### config.mk
export PLATFORM = sky130hd
export DESIGN_NAME = argb_alpha_blend_tint_unit
export DESIGN_NICKNAME = d
export VERILOG_FILES = /design/src/sv/abt_pkg.sv /design/src/sv/argb_alpha_blend_tint_unit.sv
export SDC_FILE = /design/constraint.sdc
export NUM_CORES = 2
export LEC_CHECK = 0
export BUFFER_PORTS_ARGS = -buffer_cell sky130_fd_sc_hd__buf_2
export CAP_MARGIN = 40
export CORE_UTILIZATION = 71
export DETAILED_ROUTE_END_ITERATION = 16
export PLACE_DENSITY_LB_ADDON = 0.3
export SYNTH_ARGS = -nofsm -noshare
export SYNTH_HDL_FRONTEND = slang
export SYNTH_SLANG_ARGS = --single-unit
### constraint.sdc
create_clock -name clk -period 21.9 [get_ports clk]
set_input_delay 3.285 -clock clk [delete_from_list [all_inputs] [get_ports clk]]
set_output_delay 3.285 -clock clk [all_outputs]
set_load 0.02 [all_outputs]
### src/sv/abt_pkg.sv
// Shared types and constants for the ARGB alpha blend and tint unit.
package abt_pkg;

    // Blend mode codes
    typedef enum logic {
        MODE_BITMAP = 1'b0,
        MODE_FILL   = 1'b1
    } abt_mode_t;

    // Configuration register indexes (byte address = 4 * index)
    typedef enum logic [2:0] {
        REG_BLEND_MODE = 3'd0,
        REG_TINT_RED   = 3'd1,
        REG_TINT_GREEN = 3'd2,
        REG_TINT_BLUE  = 3'd3,
        REG_FILL_RED   = 3'd4,
        REG_FILL_GREEN = 3'd5,
        REG_FILL_BLUE  = 3'd6,
        REG_FILL_ALPHA = 3'd7
    } abt_reg_idx_t;

    localparam int unsigned PADDR_W   = 5;
    localparam int unsigned NUM_CHAN  = 3;
    localparam int unsigned CHAN_W    = 8;
    localparam int unsigned MIX_W     = 16;   // d*(255-a) + s*a <= 65025
    localparam int unsigned SCALED_W  = 24;   // mix * tint + bias < 2**24
    localparam int unsigned PROD_W    = 49;   // scaled * reciprocal

    localparam logic [CHAN_W-1:0]   FULL_SCALE = 8'hFF;

    // round(n / 65025) = floor((n + 32512) / 65025) since 65025 is odd
    localparam logic [SCALED_W-1:0] ROUND_BIAS = 24'd32512;

    // floor(y / 65025) = (y * ceil(2**40 / 65025)) >> 40 for y < 2**24
    localparam logic [24:0]         RECIP_MULT  = 25'd16909061;
    localparam int unsigned         RECIP_SHIFT = 40;

endpackage

### src/sv/argb_alpha_blend_tint_unit.sv
// Top level of the ARGB8888 alpha blend and tint unit.
//
// Blends one source pixel over one destination pixel per transfer.
// Input stream: s_axis_tdata carries source_pixel in [31:0] and dest_pixel
// in [63:32]. Output stream: m_axis_tdata carries result_pixel.
// Bitmap mode mixes each color channel toward the source with weight
// source_alpha/255, scales it by the channel tint and rounds to nearest;
// the output alpha is the source alpha. Fill mode mixes toward the fill
// color with weight fill_alpha and outputs fill_alpha as alpha.
// Configuration goes through the APB port, eight byte-aligned registers;
// write it only while no pixel is in flight.
// Pipeline: the transfer loads the mix stage, then the tint scale, reciprocal
// divide by 65025 and output register follow in turn; the pipeline stages
// hold while the skid buffer is full.
// Throughput: one pixel per cycle while the receiver keeps up.
// Stall: a one-entry skid buffer behind the output register catches the
// pixel in flight; s_axis_tready drops only while that buffer is full and
// comes straight from a register.
// Reset: clears all valid bits and loads the register defaults (bitmap
// mode, tints and fill color 255, fill alpha 255).
module argb_alpha_blend_tint_unit (
    input  logic        clk,
    input  logic        rst_n,
    // Input stream
    input  logic        s_axis_tvalid,
    output logic        s_axis_tready,
    input  logic [63:0] s_axis_tdata,   // [31:0] source_pixel, [63:32] dest_pixel
    // Output stream
    output logic        m_axis_tvalid,
    input  logic        m_axis_tready,
    output logic [31:0] m_axis_tdata,   // [31:0] result_pixel
    // Configuration port
    input  logic                        psel,
    input  logic                        penable,
    input  logic                        pwrite,
    input  logic [abt_pkg::PADDR_W-1:0] paddr,
    input  logic [31:0]                 pwdata,
    output logic [31:0]                 prdata,
    output logic                        pready
);

    localparam int unsigned CW = abt_pkg::CHAN_W;

    // Configuration registers
    logic          blend_mode_reg;
    logic [CW-1:0] tint_reg [abt_pkg::NUM_CHAN];   // index 0 blue, 1 green, 2 red
    logic [CW-1:0] fill_reg [abt_pkg::NUM_CHAN];
    logic [CW-1:0] fill_alpha_reg;

    logic                  cfg_write;
    abt_pkg::abt_reg_idx_t cfg_idx;

    // Pipeline control
    logic en;
    logic in_xfer;
    logic v1_reg, v2_reg, v3_reg;

    // Pipeline payload
    logic [abt_pkg::MIX_W-1:0]    mix1_reg    [abt_pkg::NUM_CHAN];
    logic [CW-1:0]                tint1_reg   [abt_pkg::NUM_CHAN];
    logic [abt_pkg::SCALED_W-1:0] scaled2_reg [abt_pkg::NUM_CHAN];
    logic [CW-1:0]                chan3_reg   [abt_pkg::NUM_CHAN];
    logic [CW-1:0]                alpha1_reg, alpha2_reg, alpha3_reg;

    // Output register and skid buffer
    logic        out_valid_reg, skid_valid_reg;
    logic [31:0] out_data_reg, skid_data_reg;
    logic [31:0] res3_next;
    logic        out_take;
    logic        push;

    logic [CW-1:0] src_alpha;
    logic [CW-1:0] sel_alpha;

    assign pready    = 1'b1;
    assign cfg_write = psel && penable && pwrite && pready;
    assign cfg_idx   = abt_pkg::abt_reg_idx_t'(paddr[abt_pkg::PADDR_W-1:2]);

    // Write configuration registers
    always_ff @(posedge clk or negedge rst_n)
    begin
        if (!rst_n)
        begin
            blend_mode_reg <= abt_pkg::MODE_BITMAP;
            fill_alpha_reg <= abt_pkg::FULL_SCALE;
            for (int c = 0; c < abt_pkg::NUM_CHAN; c++)
            begin
                tint_reg[c] <= abt_pkg::FULL_SCALE;
                fill_reg[c] <= abt_pkg::FULL_SCALE;
            end
        end
        else if (cfg_write)
        begin
            unique case (cfg_idx)
                abt_pkg::REG_BLEND_MODE: blend_mode_reg <= pwdata[0];
                abt_pkg::REG_TINT_RED:   tint_reg[2]    <= pwdata[CW-1:0];
                abt_pkg::REG_TINT_GREEN: tint_reg[1]    <= pwdata[CW-1:0];
                abt_pkg::REG_TINT_BLUE:  tint_reg[0]    <= pwdata[CW-1:0];
                abt_pkg::REG_FILL_RED:   fill_reg[2]    <= pwdata[CW-1:0];
                abt_pkg::REG_FILL_GREEN: fill_reg[1]    <= pwdata[CW-1:0];
                abt_pkg::REG_FILL_BLUE:  fill_reg[0]    <= pwdata[CW-1:0];
                abt_pkg::REG_FILL_ALPHA: fill_alpha_reg <= pwdata[CW-1:0];
                default:                 blend_mode_reg <= blend_mode_reg;
            endcase
        end
    end

    // Read back configuration registers
    always_comb
    begin
        prdata = '0;
        unique case (cfg_idx)
            abt_pkg::REG_BLEND_MODE: prdata = {31'd0, blend_mode_reg};
            abt_pkg::REG_TINT_RED:   prdata = {24'd0, tint_reg[2]};
            abt_pkg::REG_TINT_GREEN: prdata = {24'd0, tint_reg[1]};
            abt_pkg::REG_TINT_BLUE:  prdata = {24'd0, tint_reg[0]};
            abt_pkg::REG_FILL_RED:   prdata = {24'd0, fill_reg[2]};
            abt_pkg::REG_FILL_GREEN: prdata = {24'd0, fill_reg[1]};
            abt_pkg::REG_FILL_BLUE:  prdata = {24'd0, fill_reg[0]};
            abt_pkg::REG_FILL_ALPHA: prdata = {24'd0, fill_alpha_reg};
            default:                 prdata = '0;
        endcase
    end

    // Advance the pipeline whenever the skid buffer is free
    assign en            = !skid_valid_reg;
    assign s_axis_tready = en;
    assign in_xfer       = s_axis_tvalid && s_axis_tready;

    always_ff @(posedge clk or negedge rst_n)
    begin
        if (!rst_n)
        begin
            v1_reg <= 1'b0;
            v2_reg <= 1'b0;
            v3_reg <= 1'b0;
        end
        else if (en)
        begin
            v1_reg <= in_xfer;
            v2_reg <= v1_reg;
            v3_reg <= v2_reg;
        end
    end

    // Fill mode is bitmap mode with full tint: round(m/255) = round(m*255/65025)
    assign src_alpha = s_axis_tdata[31:24];
    assign sel_alpha = (blend_mode_reg == abt_pkg::MODE_FILL) ? fill_alpha_reg : src_alpha;

    always_ff @(posedge clk)
    begin
        if (en)
        begin
            alpha1_reg <= sel_alpha;
            alpha2_reg <= alpha1_reg;
            alpha3_reg <= alpha2_reg;
        end
    end

    // Per-channel datapath: mix, tint scale, divide by 65025
    for (genvar c = 0; c < abt_pkg::NUM_CHAN; c++)
    begin : g_chan
        logic [CW-1:0]                d_chan, s_chan, t_chan;
        logic [abt_pkg::MIX_W-1:0]    mix_next;
        logic [abt_pkg::SCALED_W-1:0] scaled_next;
        logic [abt_pkg::PROD_W-1:0]   prod_next;

        assign d_chan = s_axis_tdata[32 + c*CW +: CW];
        assign s_chan = (blend_mode_reg == abt_pkg::MODE_FILL) ?
                        fill_reg[c] : s_axis_tdata[c*CW +: CW];
        assign t_chan = (blend_mode_reg == abt_pkg::MODE_FILL) ?
                        abt_pkg::FULL_SCALE : tint_reg[c];

        assign mix_next = abt_pkg::MIX_W'(d_chan) *
                          abt_pkg::MIX_W'(abt_pkg::FULL_SCALE - sel_alpha) +
                          abt_pkg::MIX_W'(s_chan) * abt_pkg::MIX_W'(sel_alpha);

        assign scaled_next = abt_pkg::SCALED_W'(mix1_reg[c]) *
                             abt_pkg::SCALED_W'(tint1_reg[c]) + abt_pkg::ROUND_BIAS;

        assign prod_next = abt_pkg::PROD_W'(scaled2_reg[c]) *
                           abt_pkg::PROD_W'(abt_pkg::RECIP_MULT);

        always_ff @(posedge clk)
        begin
            if (en)
            begin
                mix1_reg[c]    <= mix_next;
                tint1_reg[c]   <= t_chan;
                scaled2_reg[c] <= scaled_next;
                chan3_reg[c]   <= prod_next[abt_pkg::RECIP_SHIFT +: CW];
            end
        end
    end

    assign res3_next = {alpha3_reg, chan3_reg[2], chan3_reg[1], chan3_reg[0]};
    assign out_take  = out_valid_reg && m_axis_tready;
    assign push      = v3_reg && en;

    // Output register and skid control
    always_ff @(posedge clk or negedge rst_n)
    begin
        if (!rst_n)
        begin
            out_valid_reg  <= 1'b0;
            skid_valid_reg <= 1'b0;
        end
        else
        begin
            priority if (skid_valid_reg)
            begin
                if (out_take)
                begin
                    skid_valid_reg <= 1'b0;
                end
            end
            else if (push)
            begin
                if (out_valid_reg && !m_axis_tready)
                begin
                    skid_valid_reg <= 1'b1;
                end
                else
                begin
                    out_valid_reg <= 1'b1;
                end
            end
            else
            begin
                if (out_take)
                begin
                    out_valid_reg <= 1'b0;
                end
            end
        end
    end

    // Output and skid payload
    always_ff @(posedge clk)
    begin
        priority if (skid_valid_reg)
        begin
            if (out_take)
            begin
                out_data_reg <= skid_data_reg;
            end
        end
        else
        begin
            if (push)
            begin
                if (out_valid_reg && !m_axis_tready)
                begin
                    skid_data_reg <= res3_next;
                end
                else
                begin
                    out_data_reg <= res3_next;
                end
            end
        end
    end

    assign m_axis_tvalid = out_valid_reg;
    assign m_axis_tdata  = out_data_reg;

endmodule

==> impl_metrics.json <==
{
  "cp-end-kind": "flop",
  "via_per_inst": 5.77,
  "async_flop_share_pct": 19.5,
  "port_buffers": 115,
  "holdBufCountCts": 0,
  "wl_per_cell_um": 18.0,
  "global_route.overflow_total": 0,
  "cts_resized": 0,
  "detailedPlace.worstSlack_ns": 12.21,
  "synthCells": 5148,
  "tritoncts": "built",
  "mostFrequentLayoutCells": "sky130_fd_sc_hd__inv_1 (1,151), sky130_fd_sc_hd__ha_1 (1,008), sky130_fd_sc_hd__fa_1 (722)",
  "final.period_utilization_pct": 41.7,
  "finalHoldViolations": 0,
  "vias": 35974,
  "detail-route-antenna-nets": 0,
  "die_w_um": 274,
  "grt_pass1_wl_mm": 188,
  "final_area_um2": 55400,
  "placementRows": 99,
  "finClkSkew_ns": 0.0201,
  "result_of_the_run": "finished clean",
  "flow.area_growth_from_synthesis_pct": 5.67,
  "most_frequently_used_flop_master_after_synthesis": "sky130_fd_sc_hd__edfxtp_1",
  "cp.arrival_ns": 9.42,
  "clkLatencyLatePin_ns": 0.59,
  "cts.path.max_buffers": 3,
  "die-height_um": 274,
  "final.hold.worst_slack_ns": 0.420,
  "cts_buffers": 38,
  "avgSynthCellArea_um2": 10.2,
  "final_max_slew_viol_count": 0,
  "cts_root_buffer": "sky130_fd_sc_hd__clkbuf_16",
  "drt_drc_violations_left": 0,
  "synth_top_cells_by_area": "sky130_fd_sc_hd__fa_1 (28%), sky130_fd_sc_hd__ha_1 (24%), sky130_fd_sc_hd__edfxtp_1 (15%), sky130_fd_sc_hd__inv_1 (8.3%), sky130_fd_sc_hd__and2_1 (3.6%)",
  "cts.reportedPaths.clkPinSlew_ns": 0.06,
  "synthDominantAreaCellType": "sky130_fd_sc_hd__fa_1",
  "detail_route.iter0.violations": 2106,
  "synth.yosys.warnings": 0,
  "cts-htree-levels": 2,
  "synthesized_cell_area_um2": 52400,
  "dieArea_um2": 74900,
  "critical_path.max_fanout": 32,
  "maxClockFrequency_mhz": 110,
  "post_cts_buffers": 0,
  "setup_total_negative_slack_ns": 0,
  "criticalPathCategory": "input pin to flop",
  "initial_utilization_pct": 71.8,
  "core_area_um2": 73000,
  "final_layout_size_suffix_gt1_share_pct": 8.63,
  "number_of_enable_flip_flop_cells_after_synthesis": 256,
  "place_hpwl_mm": 90.6,
  "gp_congestion": 0.918,
  "design.portCount": 175,
  "grt_start_max_net_pins": 66,
  "slew-limit-headroom_pct": 33.1,
  "count_of_different_cell_masters_after_synthesis": 88,
  "synth_sequential_area_ratio_pct": 17.8,
  "fin_crit_ns": 9.13,
  "yosys_register_bits": 318,
  "layout.cells.most_common": "sky130_fd_sc_hd__inv_1",
  "cts.sink_count": 318,
  "yosys.area.top_type_share_pct": 27.6,
  "rr_worst_depth": 21,
  "totalWireLength_mm": 113,
  "grt_use_total_pct": 31.6,
  "worst_setup_path_start_kind": "input pin",
  "vias_in_the_first_global_route": 38567,
  "tightest_pin_transition_ns": 0.975,
  "worst_hold_path_type": "flop to flop",
  "final-setup-viol-count": 0,
  "antenna_violations_before_repair": 7,
  "timing.critical_path.required_ns": 22.18,
  "min_path_cells": 0,
  "largest_reg_flops": 72,
  "worst_case_setup_margin_in_the_final_layout_ns": 12.77,
  "timing.max_cap.violations": 0,
  "first_pass_iters": 5,
  "dpl-instance-area_um2": 54100,
  "fin_nets": 7082,
  "setup_repair_after_global_routing_missed_its_margin": "no"
}
[metal layers]
metal  up-vias  part of all wire, %  GRT usage, %
li1      16646                    -             -
met4         8                  3.4          10.9
met1     17874                   41          41.5
met5         -                0.051             0
met3       247                  6.5          4.38
met2      1199                   49          53.7
[through the flow]
stage | std cells | util (%)
2_1_floorplan | 5174 | -
3_3_place_gp | 6157 | 74.0
3_5_place_dp | 6163 | 74.2
4_1_cts | 6233 | 75.9
5_1_grt | 6235 | 75.9
6_report | 6236 | 75.9
[logic make-up after synthesis]
| kind of cell | share of synthesized area, % |
|---|---|
| other cells | 0.0143 |
| compound gates | 5.63 |
| flops | 17.8 |
| fa+ha+maj | 51.7 |
| mux | 3.04 |
| buf+inv | 9.24 |
| simple gates | 10.8 |
| xor+xnor | 1.84 |
[area by class of cell]
cell class | instances | area, um2
multi-input combinational | 3593 | 38500
sequential | 318 | 9310
inverter | 1152 | 4330
fill | 4768 | 17600
antenna | 3 | 7.51
clock buffer | 46 | 1000
timing repair buffer | 141 | 803
tap | 959 | 1200
clock inverter | 24 | 255
[critical path, stage by stage]
cell and delay [ns]:
sky130_fd_sc_hd__buf_2 0.13, sky130_fd_sc_hd__mux2i_4 0.49, sky130_fd_sc_hd__buf_4 0.50, sky130_fd_sc_hd__nand2_1 0.14, sky130_fd_sc_hd__fa_1 0.52, sky130_fd_sc_hd__fa_1 0.54, sky130_fd_sc_hd__inv_1 0.05, sky130_fd_sc_hd__fa_1 0.49
sky130_fd_sc_hd__fa_1 0.53, sky130_fd_sc_hd__fa_1 0.51, sky130_fd_sc_hd__inv_1 0.06, sky130_fd_sc_hd__fa_1 0.48, sky130_fd_sc_hd__inv_1 0.04, sky130_fd_sc_hd__ha_1 0.33, sky130_fd_sc_hd__a21o_1 0.18, sky130_fd_sc_hd__a31oi_1 0.23
sky130_fd_sc_hd__o21ai_1 0.16, sky130_fd_sc_hd__o41ai_2 0.35, sky130_fd_sc_hd__mux2i_1 0.23, sky130_fd_sc_hd__nand4_1 0.15
[worst paths after layout]
kind | from | endpoint | slack [ns]
worst min register to register | alpha1_reg[2]$_DFFE_PN_ | alpha2_reg[2]$_DFFE_PN_ | 0.42
worst min-delay path | alpha1_reg[2]$_DFFE_PN_ | alpha2_reg[2]$_DFFE_PN_ | 0.42
worst max register to register | blend_mode_reg$_DFFE_PN0P_ | mix1_reg[0][31]$_DFFE_PN_ | 14.19
max in group asynchronous | rst_n | skid_valid_reg$_DFF_PN0_ | 18.38
worst max-delay path | s_axis_tdata[30] | mix1_reg[0][31]$_DFFE_PN_ | 12.77
min in group asynchronous | rst_n | blend_mode_reg$_DFFE_PN0P_ | 2.89
[cell usage after synthesis (all sizes together), types with 7 or more instances]
library cell / count
a211oi: 15
a21o: 69
a21oi: 128
a221oi: 7
a31oi: 10
and2: 305
and3: 14
and4: 7
buf: 35
clkbuf: 76
dfstp: 56
edfxtp: 256
fa: 722
ha: 1008
inv: 1152
mux2: 96
mux2i: 42
nand2: 372
nand2b: 16
nand3: 38
nand4: 24
nor2: 225
nor2b: 20
nor3: 41
nor4: 8
o2111ai: 8
o211ai: 10
o21a: 23
o21ai: 71
o21bai: 17
or2: 65
or3: 12
xnor2: 83
xor2: 27
Power is not shown: default switching activity piles up to over one toggle a cycle in this logic, so the estimate is an artifact.
